==> src/design/stli_pkg.sv <==
`default_nettype none
// ----------------------------------------------------------------------------
// stli_pkg: shared types and constants for the sorted table interpolator
// Request/response payloads, table entry layout, command and status codes,
// and the sequencer state encoding.
// ----------------------------------------------------------------------------
package stli_pkg;

    // Table geometry
    localparam int TABLE_DEPTH = 64;
    localparam int ADDR_W      = $clog2(TABLE_DEPTH);
    localparam int CNT_W       = $clog2(TABLE_DEPTH + 1);

    // Divider: one quotient bit per step over a 32-bit dividend magnitude
    localparam int DIV_STEPS   = 32;
    localparam int DIV_CNT_W   = $clog2(DIV_STEPS);

    // Command codes
    localparam logic [1:0] CMD_CLEAR  = 2'd0;
    localparam logic [1:0] CMD_INSERT = 2'd1;
    localparam logic [1:0] CMD_QUERY  = 2'd2;

    // Status codes
    localparam logic [1:0] STAT_DONE      = 2'd0;
    localparam logic [1:0] STAT_NOT_FOUND = 2'd1;
    localparam logic [1:0] STAT_FULL      = 2'd2;

    typedef struct packed {
        logic [1:0]          command;
        logic signed [15:0]  key;
        logic signed [15:0]  value_in;
    } stli_req_t;

    typedef struct packed {
        logic signed [15:0]  result_value;
        logic [1:0]          status;
    } stli_rsp_t;

    typedef struct packed {
        logic signed [15:0]  key;
        logic signed [15:0]  value;
    } stli_entry_t;

    typedef enum logic [3:0] {
        S_IDLE,
        S_INS_CMP,
        S_INS_WR,
        S_Q_LAST,
        S_Q_CHK,
        S_MUL,
        S_ABS,
        S_DIV,
        S_FIN,
        S_EMIT
    } stli_state_t;

endpackage
`default_nettype wire

==> src/design/stli_ram.sv <==
`default_nettype none
// ----------------------------------------------------------------------------
// stli_ram: generic simple dual-port RAM
// One write port and one read port, read data registered.
// ----------------------------------------------------------------------------
module stli_ram #(
    parameter int WIDTH = 32,
    parameter int DEPTH = 64
) (
    input  wire logic                     clk,
    input  wire logic                     wr_en,
    input  wire logic [$clog2(DEPTH)-1:0] wr_addr,
    input  wire logic [WIDTH-1:0]         wr_data,
    input  wire logic                     rd_en,
    input  wire logic [$clog2(DEPTH)-1:0] rd_addr,
    output logic      [WIDTH-1:0]         rd_data
);

    logic [WIDTH-1:0] mem [DEPTH];

    always_ff @(posedge clk)
    begin
        if (wr_en)
        begin
            mem[wr_addr] <= wr_data;
        end
        if (rd_en)
        begin
            rd_data <= mem[rd_addr];
        end
    end

endmodule
`default_nettype wire

==> src/design/sorted_table_linear_interpolator_unit.sv <==
`default_nettype none
// Sequence, accept to response: clear, unused code, full insert and empty-table
// query go straight to the response; insert moves each entry with a larger key
// up one slot; query checks the last key first, then scans neighbor pairs for a
// match, a miss or an interpolation between entries j-1 and j (32 div steps).
// One request in flight; the next can be taken in the cycle after the response is loaded.
// Reset clears the entry count and the sequencer; table contents are not cleared.
// ----------------------------------------------------------------------------
// sorted_table_linear_interpolator_unit: sorted breakpoint table with
// piecewise linear interpolation
// Keeps (key, value) pairs in ascending key order in one RAM, inserts in
// sorted position, and answers exact-match or interpolated queries.
// ----------------------------------------------------------------------------
module sorted_table_linear_interpolator_unit (
    input  wire logic                clk,
    input  wire logic                rst_n,
    input  wire logic                req_valid,
    output logic                     req_ready,
    input  wire stli_pkg::stli_req_t req,
    output logic                     rsp_valid,
    input  wire logic                rsp_ready,
    output stli_pkg::stli_rsp_t      rsp
);
    import stli_pkg::*;

    // ------------------------------------------------------------------
    // Registers
    // ------------------------------------------------------------------
    stli_state_t         state_reg, state_next;
    logic [CNT_W-1:0]    count_reg, count_next;
    logic                rsp_valid_reg, rsp_valid_next;

    stli_rsp_t           rsp_reg, rsp_next;
    logic [ADDR_W-1:0]   pos_reg, pos_next;      // insert slot being filled
    logic [ADDR_W-1:0]   idx_reg, idx_next;      // index of entry on read data
    logic signed [15:0]  t_reg, t_next;          // key / query target
    logic signed [15:0]  v_reg, v_next;          // value to insert
    stli_entry_t         prev_reg, prev_next;    // lower neighbor in scan
    logic signed [15:0]  y0_reg, y0_next;
    logic signed [16:0]  dy_reg, dy_next;
    logic signed [16:0]  dt_reg, dt_next;
    logic [16:0]         dx_reg, dx_next;
    logic signed [33:0]  prod_reg, prod_next;
    logic [31:0]         quo_reg, quo_next;      // dividend in, quotient out
    logic [16:0]         rem_reg, rem_next;
    logic                neg_reg, neg_next;
    logic [DIV_CNT_W-1:0] div_cnt_reg, div_cnt_next;
    logic signed [15:0]  res_value_reg, res_value_next;
    logic [1:0]          res_status_reg, res_status_next;

    // ------------------------------------------------------------------
    // Table RAM: {key, value} per entry
    // ------------------------------------------------------------------
    logic                ram_we;
    logic [ADDR_W-1:0]   ram_wa;
    stli_entry_t         ram_wd;
    logic                ram_re;
    logic [ADDR_W-1:0]   ram_ra;
    logic [$bits(stli_entry_t)-1:0] ram_rd_data;
    stli_entry_t         rd;

    stli_ram #(
        .WIDTH ($bits(stli_entry_t)),
        .DEPTH (TABLE_DEPTH)
    ) u_table_ram (
        .clk     (clk),
        .wr_en   (ram_we),
        .wr_addr (ram_wa),
        .wr_data (ram_wd),
        .rd_en   (ram_re),
        .rd_addr (ram_ra),
        .rd_data (ram_rd_data)
    );

    assign rd = stli_entry_t'(ram_rd_data);

    // ------------------------------------------------------------------
    // Shared decode
    // ------------------------------------------------------------------
    logic               accept;
    logic               emit_ok;
    logic               full;
    logic               empty;
    logic               single;
    logic               ins_shift;
    logic               pos_last;
    logic               last_hit;
    logic               first;
    logic               eq_prev;
    logic               bracket;
    logic               more;
    logic               div_last;
    logic [17:0]        rem_sh;
    logic               div_ge;
    logic signed [33:0] prod_abs;
    logic signed [17:0] q_signed;
    logic signed [17:0] interp_sum;
    stli_entry_t        new_entry;

    assign req_ready = (state_reg == S_IDLE);
    assign accept    = req_valid && req_ready;
    assign emit_ok   = !rsp_valid_reg || rsp_ready;

    assign full      = (count_reg == CNT_W'(TABLE_DEPTH));
    assign empty     = (count_reg == '0);
    assign single    = (count_reg == CNT_W'(1));

    // Insert: entries with a larger key move up; equal keys stay below
    assign ins_shift = (rd.key > t_reg);
    assign pos_last  = (pos_reg == ADDR_W'(1));
    assign new_entry = '{key: t_reg, value: v_reg};

    // Query: last entry checked first, then neighbor pairs in order
    assign last_hit  = (rd.key == t_reg);
    assign first     = (idx_reg == '0);
    assign eq_prev   = (prev_reg.key == t_reg);
    assign bracket   = (t_reg > prev_reg.key) && (t_reg < rd.key);
    assign more      = ((CNT_W'(idx_reg) + CNT_W'(1)) < count_reg);

    // Restoring divider step on magnitudes
    assign div_last  = (div_cnt_reg == DIV_CNT_W'(DIV_STEPS - 1));
    assign rem_sh    = {rem_reg, quo_reg[31]};
    assign div_ge    = (rem_sh >= {1'b0, dx_reg});
    assign prod_abs  = prod_reg[33] ? -prod_reg : prod_reg;

    // Quotient magnitude is below |dy|, so 17 bits carry it
    assign q_signed   = neg_reg ? -$signed({1'b0, quo_reg[16:0]})
                                :  $signed({1'b0, quo_reg[16:0]});
    assign interp_sum = 18'(y0_reg) + q_signed;

    // ------------------------------------------------------------------
    // Next state
    // ------------------------------------------------------------------
    always_comb
    begin
        state_next = state_reg;
        case (state_reg)
            S_IDLE:
            begin
                if (accept)
                begin
                    case (req.command)
                        CMD_INSERT:
                        begin
                            if (full)
                                state_next = S_EMIT;
                            else if (empty)
                                state_next = S_INS_WR;
                            else
                                state_next = S_INS_CMP;
                        end
                        CMD_QUERY:
                        begin
                            state_next = empty ? S_EMIT : S_Q_LAST;
                        end
                        default:
                        begin
                            state_next = S_EMIT;
                        end
                    endcase
                end
            end
            S_INS_CMP:
            begin
                if (ins_shift)
                    state_next = pos_last ? S_INS_WR : S_INS_CMP;
                else
                    state_next = S_EMIT;
            end
            S_INS_WR:
            begin
                state_next = S_EMIT;
            end
            S_Q_LAST:
            begin
                state_next = (last_hit || single) ? S_EMIT : S_Q_CHK;
            end
            S_Q_CHK:
            begin
                if (first)
                    state_next = S_Q_CHK;
                else if (eq_prev)
                    state_next = S_EMIT;
                else if (bracket)
                    state_next = S_MUL;
                else if (more)
                    state_next = S_Q_CHK;
                else
                    state_next = S_EMIT;
            end
            S_MUL:
            begin
                state_next = S_ABS;
            end
            S_ABS:
            begin
                state_next = S_DIV;
            end
            S_DIV:
            begin
                state_next = div_last ? S_FIN : S_DIV;
            end
            S_FIN:
            begin
                state_next = S_EMIT;
            end
            S_EMIT:
            begin
                state_next = emit_ok ? S_IDLE : S_EMIT;
            end
            default:
            begin
                state_next = S_IDLE;
            end
        endcase
    end

    // ------------------------------------------------------------------
    // Datapath and RAM control
    // ------------------------------------------------------------------
    always_comb
    begin
        count_next      = count_reg;
        rsp_valid_next  = rsp_valid_reg && !rsp_ready;
        rsp_next        = rsp_reg;
        pos_next        = pos_reg;
        idx_next        = idx_reg;
        t_next          = t_reg;
        v_next          = v_reg;
        prev_next       = prev_reg;
        y0_next         = y0_reg;
        dy_next         = dy_reg;
        dt_next         = dt_reg;
        dx_next         = dx_reg;
        prod_next       = prod_reg;
        quo_next        = quo_reg;
        rem_next        = rem_reg;
        neg_next        = neg_reg;
        div_cnt_next    = div_cnt_reg;
        res_value_next  = res_value_reg;
        res_status_next = res_status_reg;

        ram_we = 1'b0;
        ram_wa = pos_reg;
        ram_wd = new_entry;
        ram_re = 1'b0;
        ram_ra = '0;

        case (state_reg)
            S_IDLE:
            begin
                if (accept)
                begin
                    t_next          = req.key;
                    v_next          = req.value_in;
                    res_value_next  = '0;
                    res_status_next = STAT_DONE;
                    case (req.command)
                        CMD_CLEAR:
                        begin
                            count_next = '0;
                        end
                        CMD_INSERT:
                        begin
                            if (full)
                            begin
                                res_status_next = STAT_FULL;
                            end
                            else
                            begin
                                pos_next = count_reg[ADDR_W-1:0];
                                if (!empty)
                                begin
                                    ram_re = 1'b1;
                                    ram_ra = ADDR_W'(count_reg - CNT_W'(1));
                                end
                            end
                        end
                        CMD_QUERY:
                        begin
                            if (empty)
                            begin
                                res_status_next = STAT_NOT_FOUND;
                            end
                            else
                            begin
                                ram_re = 1'b1;
                                ram_ra = ADDR_W'(count_reg - CNT_W'(1));
                            end
                        end
                        default:
                        begin
                            // unused code: no table change
                        end
                    endcase
                end
            end
            S_INS_CMP:
            begin
                // rd holds entry pos-1; write slot pos, read pos-2 ahead
                ram_we = 1'b1;
                if (ins_shift)
                begin
                    ram_wd   = rd;
                    pos_next = pos_reg - ADDR_W'(1);
                    if (!pos_last)
                    begin
                        ram_re = 1'b1;
                        ram_ra = pos_reg - ADDR_W'(2);
                    end
                end
                else
                begin
                    count_next = count_reg + CNT_W'(1);
                end
            end
            S_INS_WR:
            begin
                ram_we     = 1'b1;
                count_next = count_reg + CNT_W'(1);
            end
            S_Q_LAST:
            begin
                if (last_hit)
                begin
                    res_value_next = rd.value;
                end
                else if (single)
                begin
                    res_status_next = STAT_NOT_FOUND;
                end
                else
                begin
                    ram_re   = 1'b1;
                    ram_ra   = '0;
                    idx_next = '0;
                end
            end
            S_Q_CHK:
            begin
                if (first || (!eq_prev && !bracket && more))
                begin
                    prev_next = rd;
                    ram_re    = 1'b1;
                    ram_ra    = idx_reg + ADDR_W'(1);
                    idx_next  = idx_reg + ADDR_W'(1);
                end
                else if (eq_prev)
                begin
                    res_value_next = prev_reg.value;
                end
                else if (bracket)
                begin
                    y0_next = prev_reg.value;
                    dy_next = 17'(rd.value) - 17'(prev_reg.value);
                    dt_next = 17'(t_reg) - 17'(prev_reg.key);
                    dx_next = 17'(17'(rd.key) - 17'(prev_reg.key));
                end
                else
                begin
                    res_status_next = STAT_NOT_FOUND;
                end
            end
            S_MUL:
            begin
                prod_next = 34'(dt_reg) * 34'(dy_reg);
            end
            S_ABS:
            begin
                quo_next     = prod_abs[31:0];
                neg_next     = prod_reg[33];
                rem_next     = '0;
                div_cnt_next = '0;
            end
            S_DIV:
            begin
                rem_next     = div_ge ? 17'(rem_sh - {1'b0, dx_reg}) : rem_sh[16:0];
                quo_next     = {quo_reg[30:0], div_ge};
                div_cnt_next = div_cnt_reg + DIV_CNT_W'(1);
            end
            S_FIN:
            begin
                res_value_next = interp_sum[15:0];
            end
            S_EMIT:
            begin
                if (emit_ok)
                begin
                    rsp_next.result_value = res_value_reg;
                    rsp_next.status       = res_status_reg;
                    rsp_valid_next        = 1'b1;
                end
            end
            default:
            begin
            end
        endcase
    end

    // ------------------------------------------------------------------
    // Control registers
    // ------------------------------------------------------------------
    always_ff @(posedge clk or negedge rst_n)
    begin
        if (!rst_n)
        begin
            state_reg     <= S_IDLE;
            count_reg     <= '0;
            rsp_valid_reg <= 1'b0;
        end
        else
        begin
            state_reg     <= state_next;
            count_reg     <= count_next;
            rsp_valid_reg <= rsp_valid_next;
        end
    end

    // Payload registers
    always_ff @(posedge clk)
    begin
        rsp_reg        <= rsp_next;
        pos_reg        <= pos_next;
        idx_reg        <= idx_next;
        t_reg          <= t_next;
        v_reg          <= v_next;
        prev_reg       <= prev_next;
        y0_reg         <= y0_next;
        dy_reg         <= dy_next;
        dt_reg         <= dt_next;
        dx_reg         <= dx_next;
        prod_reg       <= prod_next;
        quo_reg        <= quo_next;
        rem_reg        <= rem_next;
        neg_reg        <= neg_next;
        div_cnt_reg    <= div_cnt_next;
        res_value_reg  <= res_value_next;
        res_status_reg <= res_status_next;
    end

    assign rsp_valid = rsp_valid_reg;
    assign rsp       = rsp_reg;

    // ------------------------------------------------------------------
    // Assertions
    // ------------------------------------------------------------------
    // entry count never passes the table depth
    a_count_range: assert property (@(posedge clk) disable iff (!rst_n)
        count_reg <= CNT_W'(TABLE_DEPTH))
        else $error("entry count beyond table depth");

    // shift read runs ahead of the write; never the same entry in one cycle
    a_no_rw_overlap: assert property (@(posedge clk) disable iff (!rst_n)
        (ram_we && ram_re) |-> (ram_wa != ram_ra))
        else $error("RAM read and write hit the same entry");

    // inserts only write while there is room
    a_insert_room: assert property (@(posedge clk) disable iff (!rst_n)
        ram_we |-> (count_reg < CNT_W'(TABLE_DEPTH)))
        else $error("table write with table full");

    // clear empties the table
    a_clear: assert property (@(posedge clk) disable iff (!rst_n)
        (accept && (req.command == CMD_CLEAR)) |=> (count_reg == '0))
        else $error("clear did not empty the table");

    // interpolation quotient fits in 17 bits
    a_quo_fits: assert property (@(posedge clk) disable iff (!rst_n)
        (state_reg == S_FIN) |-> (quo_reg[31:17] == '0))
        else $error("interpolation quotient overflow");

endmodule
`default_nettype wire
==> config.mk <==
export PLATFORM = sky130hd
export DESIGN_NAME = sorted_table_linear_interpolator_unit
export DESIGN_NICKNAME = d
export VERILOG_FILES = /design/src/design/stli_pkg.sv /design/src/design/stli_ram.sv /design/src/design/sorted_table_linear_interpolator_unit.sv
export SDC_FILE = /design/constraint.sdc
export NUM_CORES = 2
export LEC_CHECK = 0
export BUFFER_PORTS_ARGS = -buffer_cell sky130_fd_sc_hd__buf_2
export CAP_MARGIN = 10
export CORE_UTILIZATION = 64
export DETAILED_ROUTE_END_ITERATION = 10
export PLACE_DENSITY = 0.81
export SLEW_MARGIN = 40
export SYNTH_ARGS = -nofsm -noshare
export SYNTH_HDL_FRONTEND = slang
export SYNTH_SLANG_ARGS = --single-unit
==> constraint.sdc <==
create_clock -name clk -period 9.3 [get_ports clk]
set_input_delay 0 -clock clk [delete_from_list [all_inputs] [get_ports clk]]
set_output_delay 0 -clock clk [all_outputs]
set_load 0.005 [all_outputs]
==> results.sh <==
export IMPL_via_per_inst=6.60
export IMPL_yosysMostFrequentCell="edfxtp_1"
export IMPL_post_route_min_period_ps=7370
export IMPL_start_util=0.648
export IMPL_final_antenna_net_count=0
export IMPL_cap_violations=0
export IMPL_synth_top_area_cell="edfxtp_1"
export IMPL_p_leak_nw=42.8
export IMPL_hold_violations=0
export IMPL_synth_nets=8724
export IMPL_max_freq_mhz=136
export IMPL_fin_nets=8792
export IMPL_synthArstFlopShare=0.00509
export IMPL_die_w_um=412
export IMPL_ys_flop_type="edfxtp_1"
export IMPL_p_comb_frac=0.318
export IMPL_cts_resized=0
export IMPL_synthCells=8179
export IMPL_clock_path_buffers=3
export IMPL_place_hpwl_mm=168
export IMPL_cts_root_buffer="clkbuf_16"
export IMPL_seq_area_sq_um=70800
export IMPL_rr_worst_depth=24
export IMPL_synth_warnings=0
export IMPL_intPower_mw=22.1
export IMPL_switchingPower_mw=12.2
export IMPL_synth_edf_count=2347
export IMPL_cp_max_fo=17
export IMPL_power_density_nw_per_um2=288
export IMPL_num_fill_cells=10100
export IMPL_insertion_delay_ps=890
export IMPL_dr_total_vias=70300
export IMPL_num_rows=149
export IMPL_dp_cells=10100
export IMPL_path_clk_slew_ps=70
export IMPL_crit_type="reg2reg"
export IMPL_power_frac_seq=0.416
export IMPL_rsz0062_at_grt="false"
export IMPL_period_share=0.792
export IMPL_drc=0
export IMPL_cts_num_sinks=2359
export IMPL_maxSlewHeadroom=0.306
export IMPL_cp_end_kind="register"
export IMPL_wire_per_inst_um=27.3
export IMPL_final_core_util=0.718
export IMPL_clock_skew_ps=75.8
export IMPL_cts_tree="yes"
export IMPL_synthTopCellsByCount="edfxtp_1, nand2_1, a21oi_1, inv_1, fa_1"
export IMPL_holdPathStages=4
export IMPL_netlist_area_sq_um=107000
export IMPL_drive_gt1_frac=0.0821
export IMPL_die_h_um=412
export IMPL_worst_slew_pin_slew_ps=1040
export IMPL_grt_max_degree=210
export IMPL_cp_start_kind="register"
export IMPL_finalSetupTns_ps=0
export IMPL_dieArea_sq_um=170000
export IMPL_cts_hold_buf=73
export IMPL_multi_input_area_sq_um=33900
export IMPL_crit_arrival_ps=7940
export IMPL_hold_path_class="in2reg"
export IMPL_fp_coreArea_sq_um=166000
export IMPL_holdWs_ps=204
export IMPL_synth_seq_area_share=0.659
export IMPL_p_sw_frac=0.355
export IMPL_setup_violations=0
export IMPL_port_buffers=57
export IMPL_grt_pass1_wl_mm=429
export IMPL_power_frac_clock=0.266
export IMPL_synth_seq_cells=2359
export IMPL_status="finished, final reports clean"
export IMPL_largest_register_ff_count=2048
export IMPL_cp_data_required_time_ps=9870
export IMPL_totalWireLength_mm=291
export IMPL_post_cts_buffers=0
export IMPL_syn_area_per_cell_sq_um=13.1
export IMPL_dr_pass1_iters=8
export IMPL_grt_overflow_total=0
export IMPL_power_total_mw=34.3
export IMPL_irDropWorstVdd_mv=0.249
export IMPL_ys_types=73
export IMPL_gp_congestion=0.920
export IMPL_grt_pass1_vias=69500
export IMPL_cts_inserted_buffers=222
export IMPL_synth_area_leaders="edfxtp_1, fa_1, nand2_1, a21oi_1, mux2i_1"
export IMPL_h_tree_depth=4
export IMPL_drtIter0Drc=10100
export IMPL_grt_total_usage=0.343
export IMPL_ioPinCount=58
export IMPL_drv_slew=0
export IMPL_finalNonFillerCells=10700
export IMPL_yosysTopAreaCellShare=0.656
export IMPL_antenna_found_initial=22
export IMPL_syn_to_final_growth_pct=10.8
-- critical path, stage by stage (launching register included) --
cell and delay, ps:
edfxtp_1 900, nand2_1 170, fa_1 540, inv_1 50
fa_1 500, inv_1 50, fa_1 530, inv_1 50
fa_1 380, fa_1 520, inv_1 50, fa_1 510
inv_1 50, ha_1 330, or3_1 380, o21ai_0 80
a21oi_1 70, o31ai_1 430, a21oi_1 220, o211ai_1 210
a21boi_0 130, o21a_1 200, o21ai_0 320, a311o_1 260
xnor2_1 80
-- path summary, 6_finish.rpt --
check                                       from            to  slack, ps
worst min-delay path                   rsp_ready     rsp_valid        200
worst max-delay path                   dy_reg[9]  prod_reg[30]       1930
worst max register to register         dy_reg[9]  prod_reg[30]       1930
max in group asynchronous                  rst_n  count_reg[3]       8460
min in group asynchronous                  rst_n  count_reg[2]        350
worst min register to register  res_value_reg[2]        rsp[4]        420
-- through the flow --
stage / setup WS, ps / cell area [sq um]
6_report: 1930 / 119000
5_1_grt: 1540 / 119000
4_1_cts: 1950 / 119000
3_5_place_dp: 2080 / 111000
3_3_place_gp: 2110 / 111000
2_1_floorplan: 2400 / 107000
-- final cells by class --
cell class              instances  share of cell area
flip-flops and latches       2359               0.594
multi-input cells            4921               0.285
clock buffers                 275              0.0494
well taps                    2189              0.0230
repair buffers                291              0.0216
inverters                     452              0.0142
clock inverters               142              0.0122
diodes                         22            0.000462
-- power groups by stage --
stage          Sequential (mW)  Clock (mW)  Combinational [mW]
2_1_floorplan             14.4           0                6.70
3_3_place_gp              14.4           0                10.1
3_5_place_dp              14.5           0                10.5
4_1_cts                   14.2        9.14                10.6
5_1_grt                   14.3        9.52                11.6
6_report                  14.3        9.13                10.9
-- logic make-up (layout without fill, tap and decap cells) --
| group | count (synthesis) | in the layout | synth area share |
|---|---|---|---|
| XOR/XNOR | 136 | 136 | 0.0111 |
| buffers and inverters | 899 | 1160 | 0.0338 |
| other | 0 | 22 | 0 |
| AO/OA/AOI/OAI | 1593 | 1593 | 0.0930 |
| flip-flops | 2359 | 2359 | 0.659 |
| adder cells (fa/ha/maj) | 507 | 507 | 0.0801 |
| AND/OR/NAND/NOR | 2390 | 2390 | 0.0955 |
| multiplexers | 295 | 295 | 0.0277 |
-- layout by cell type, fill, tap and decap left out, types with 24 or more instances in the layout --
cell              n
a21boi_0         24
a21oi_1         707
a221oi_1         70
a22oi_1         275
a31oi_1         110
a32oi_1         115
and2_1          156
buf_2            59
buf_4           130
bufinv_16        24
clkbuf_1         46
clkbuf_16       227
clkinv_1         55
clkinv_2         39
dlygate4sd3_1    73
edfxtp_1       2347
fa_1            301
ha_1            206
inv_1           451
mux2i_1         280
nand2_1        1528
nand2b_1         25
nand3_1         280
nor2_1          145
nor2_4           71
nor3_1           37
o21ai_0         128
or4_1            40
xnor2_1          83
xor2_1           53
-- per-layer routing --
metal	track usage	part of all wire
met2	0.536	0.46
met5	0	0.00032
met1	0.457	0.36
met3	0.0727	0.12
met4	0.180	0.058
(Power assumes the default switching activity.)
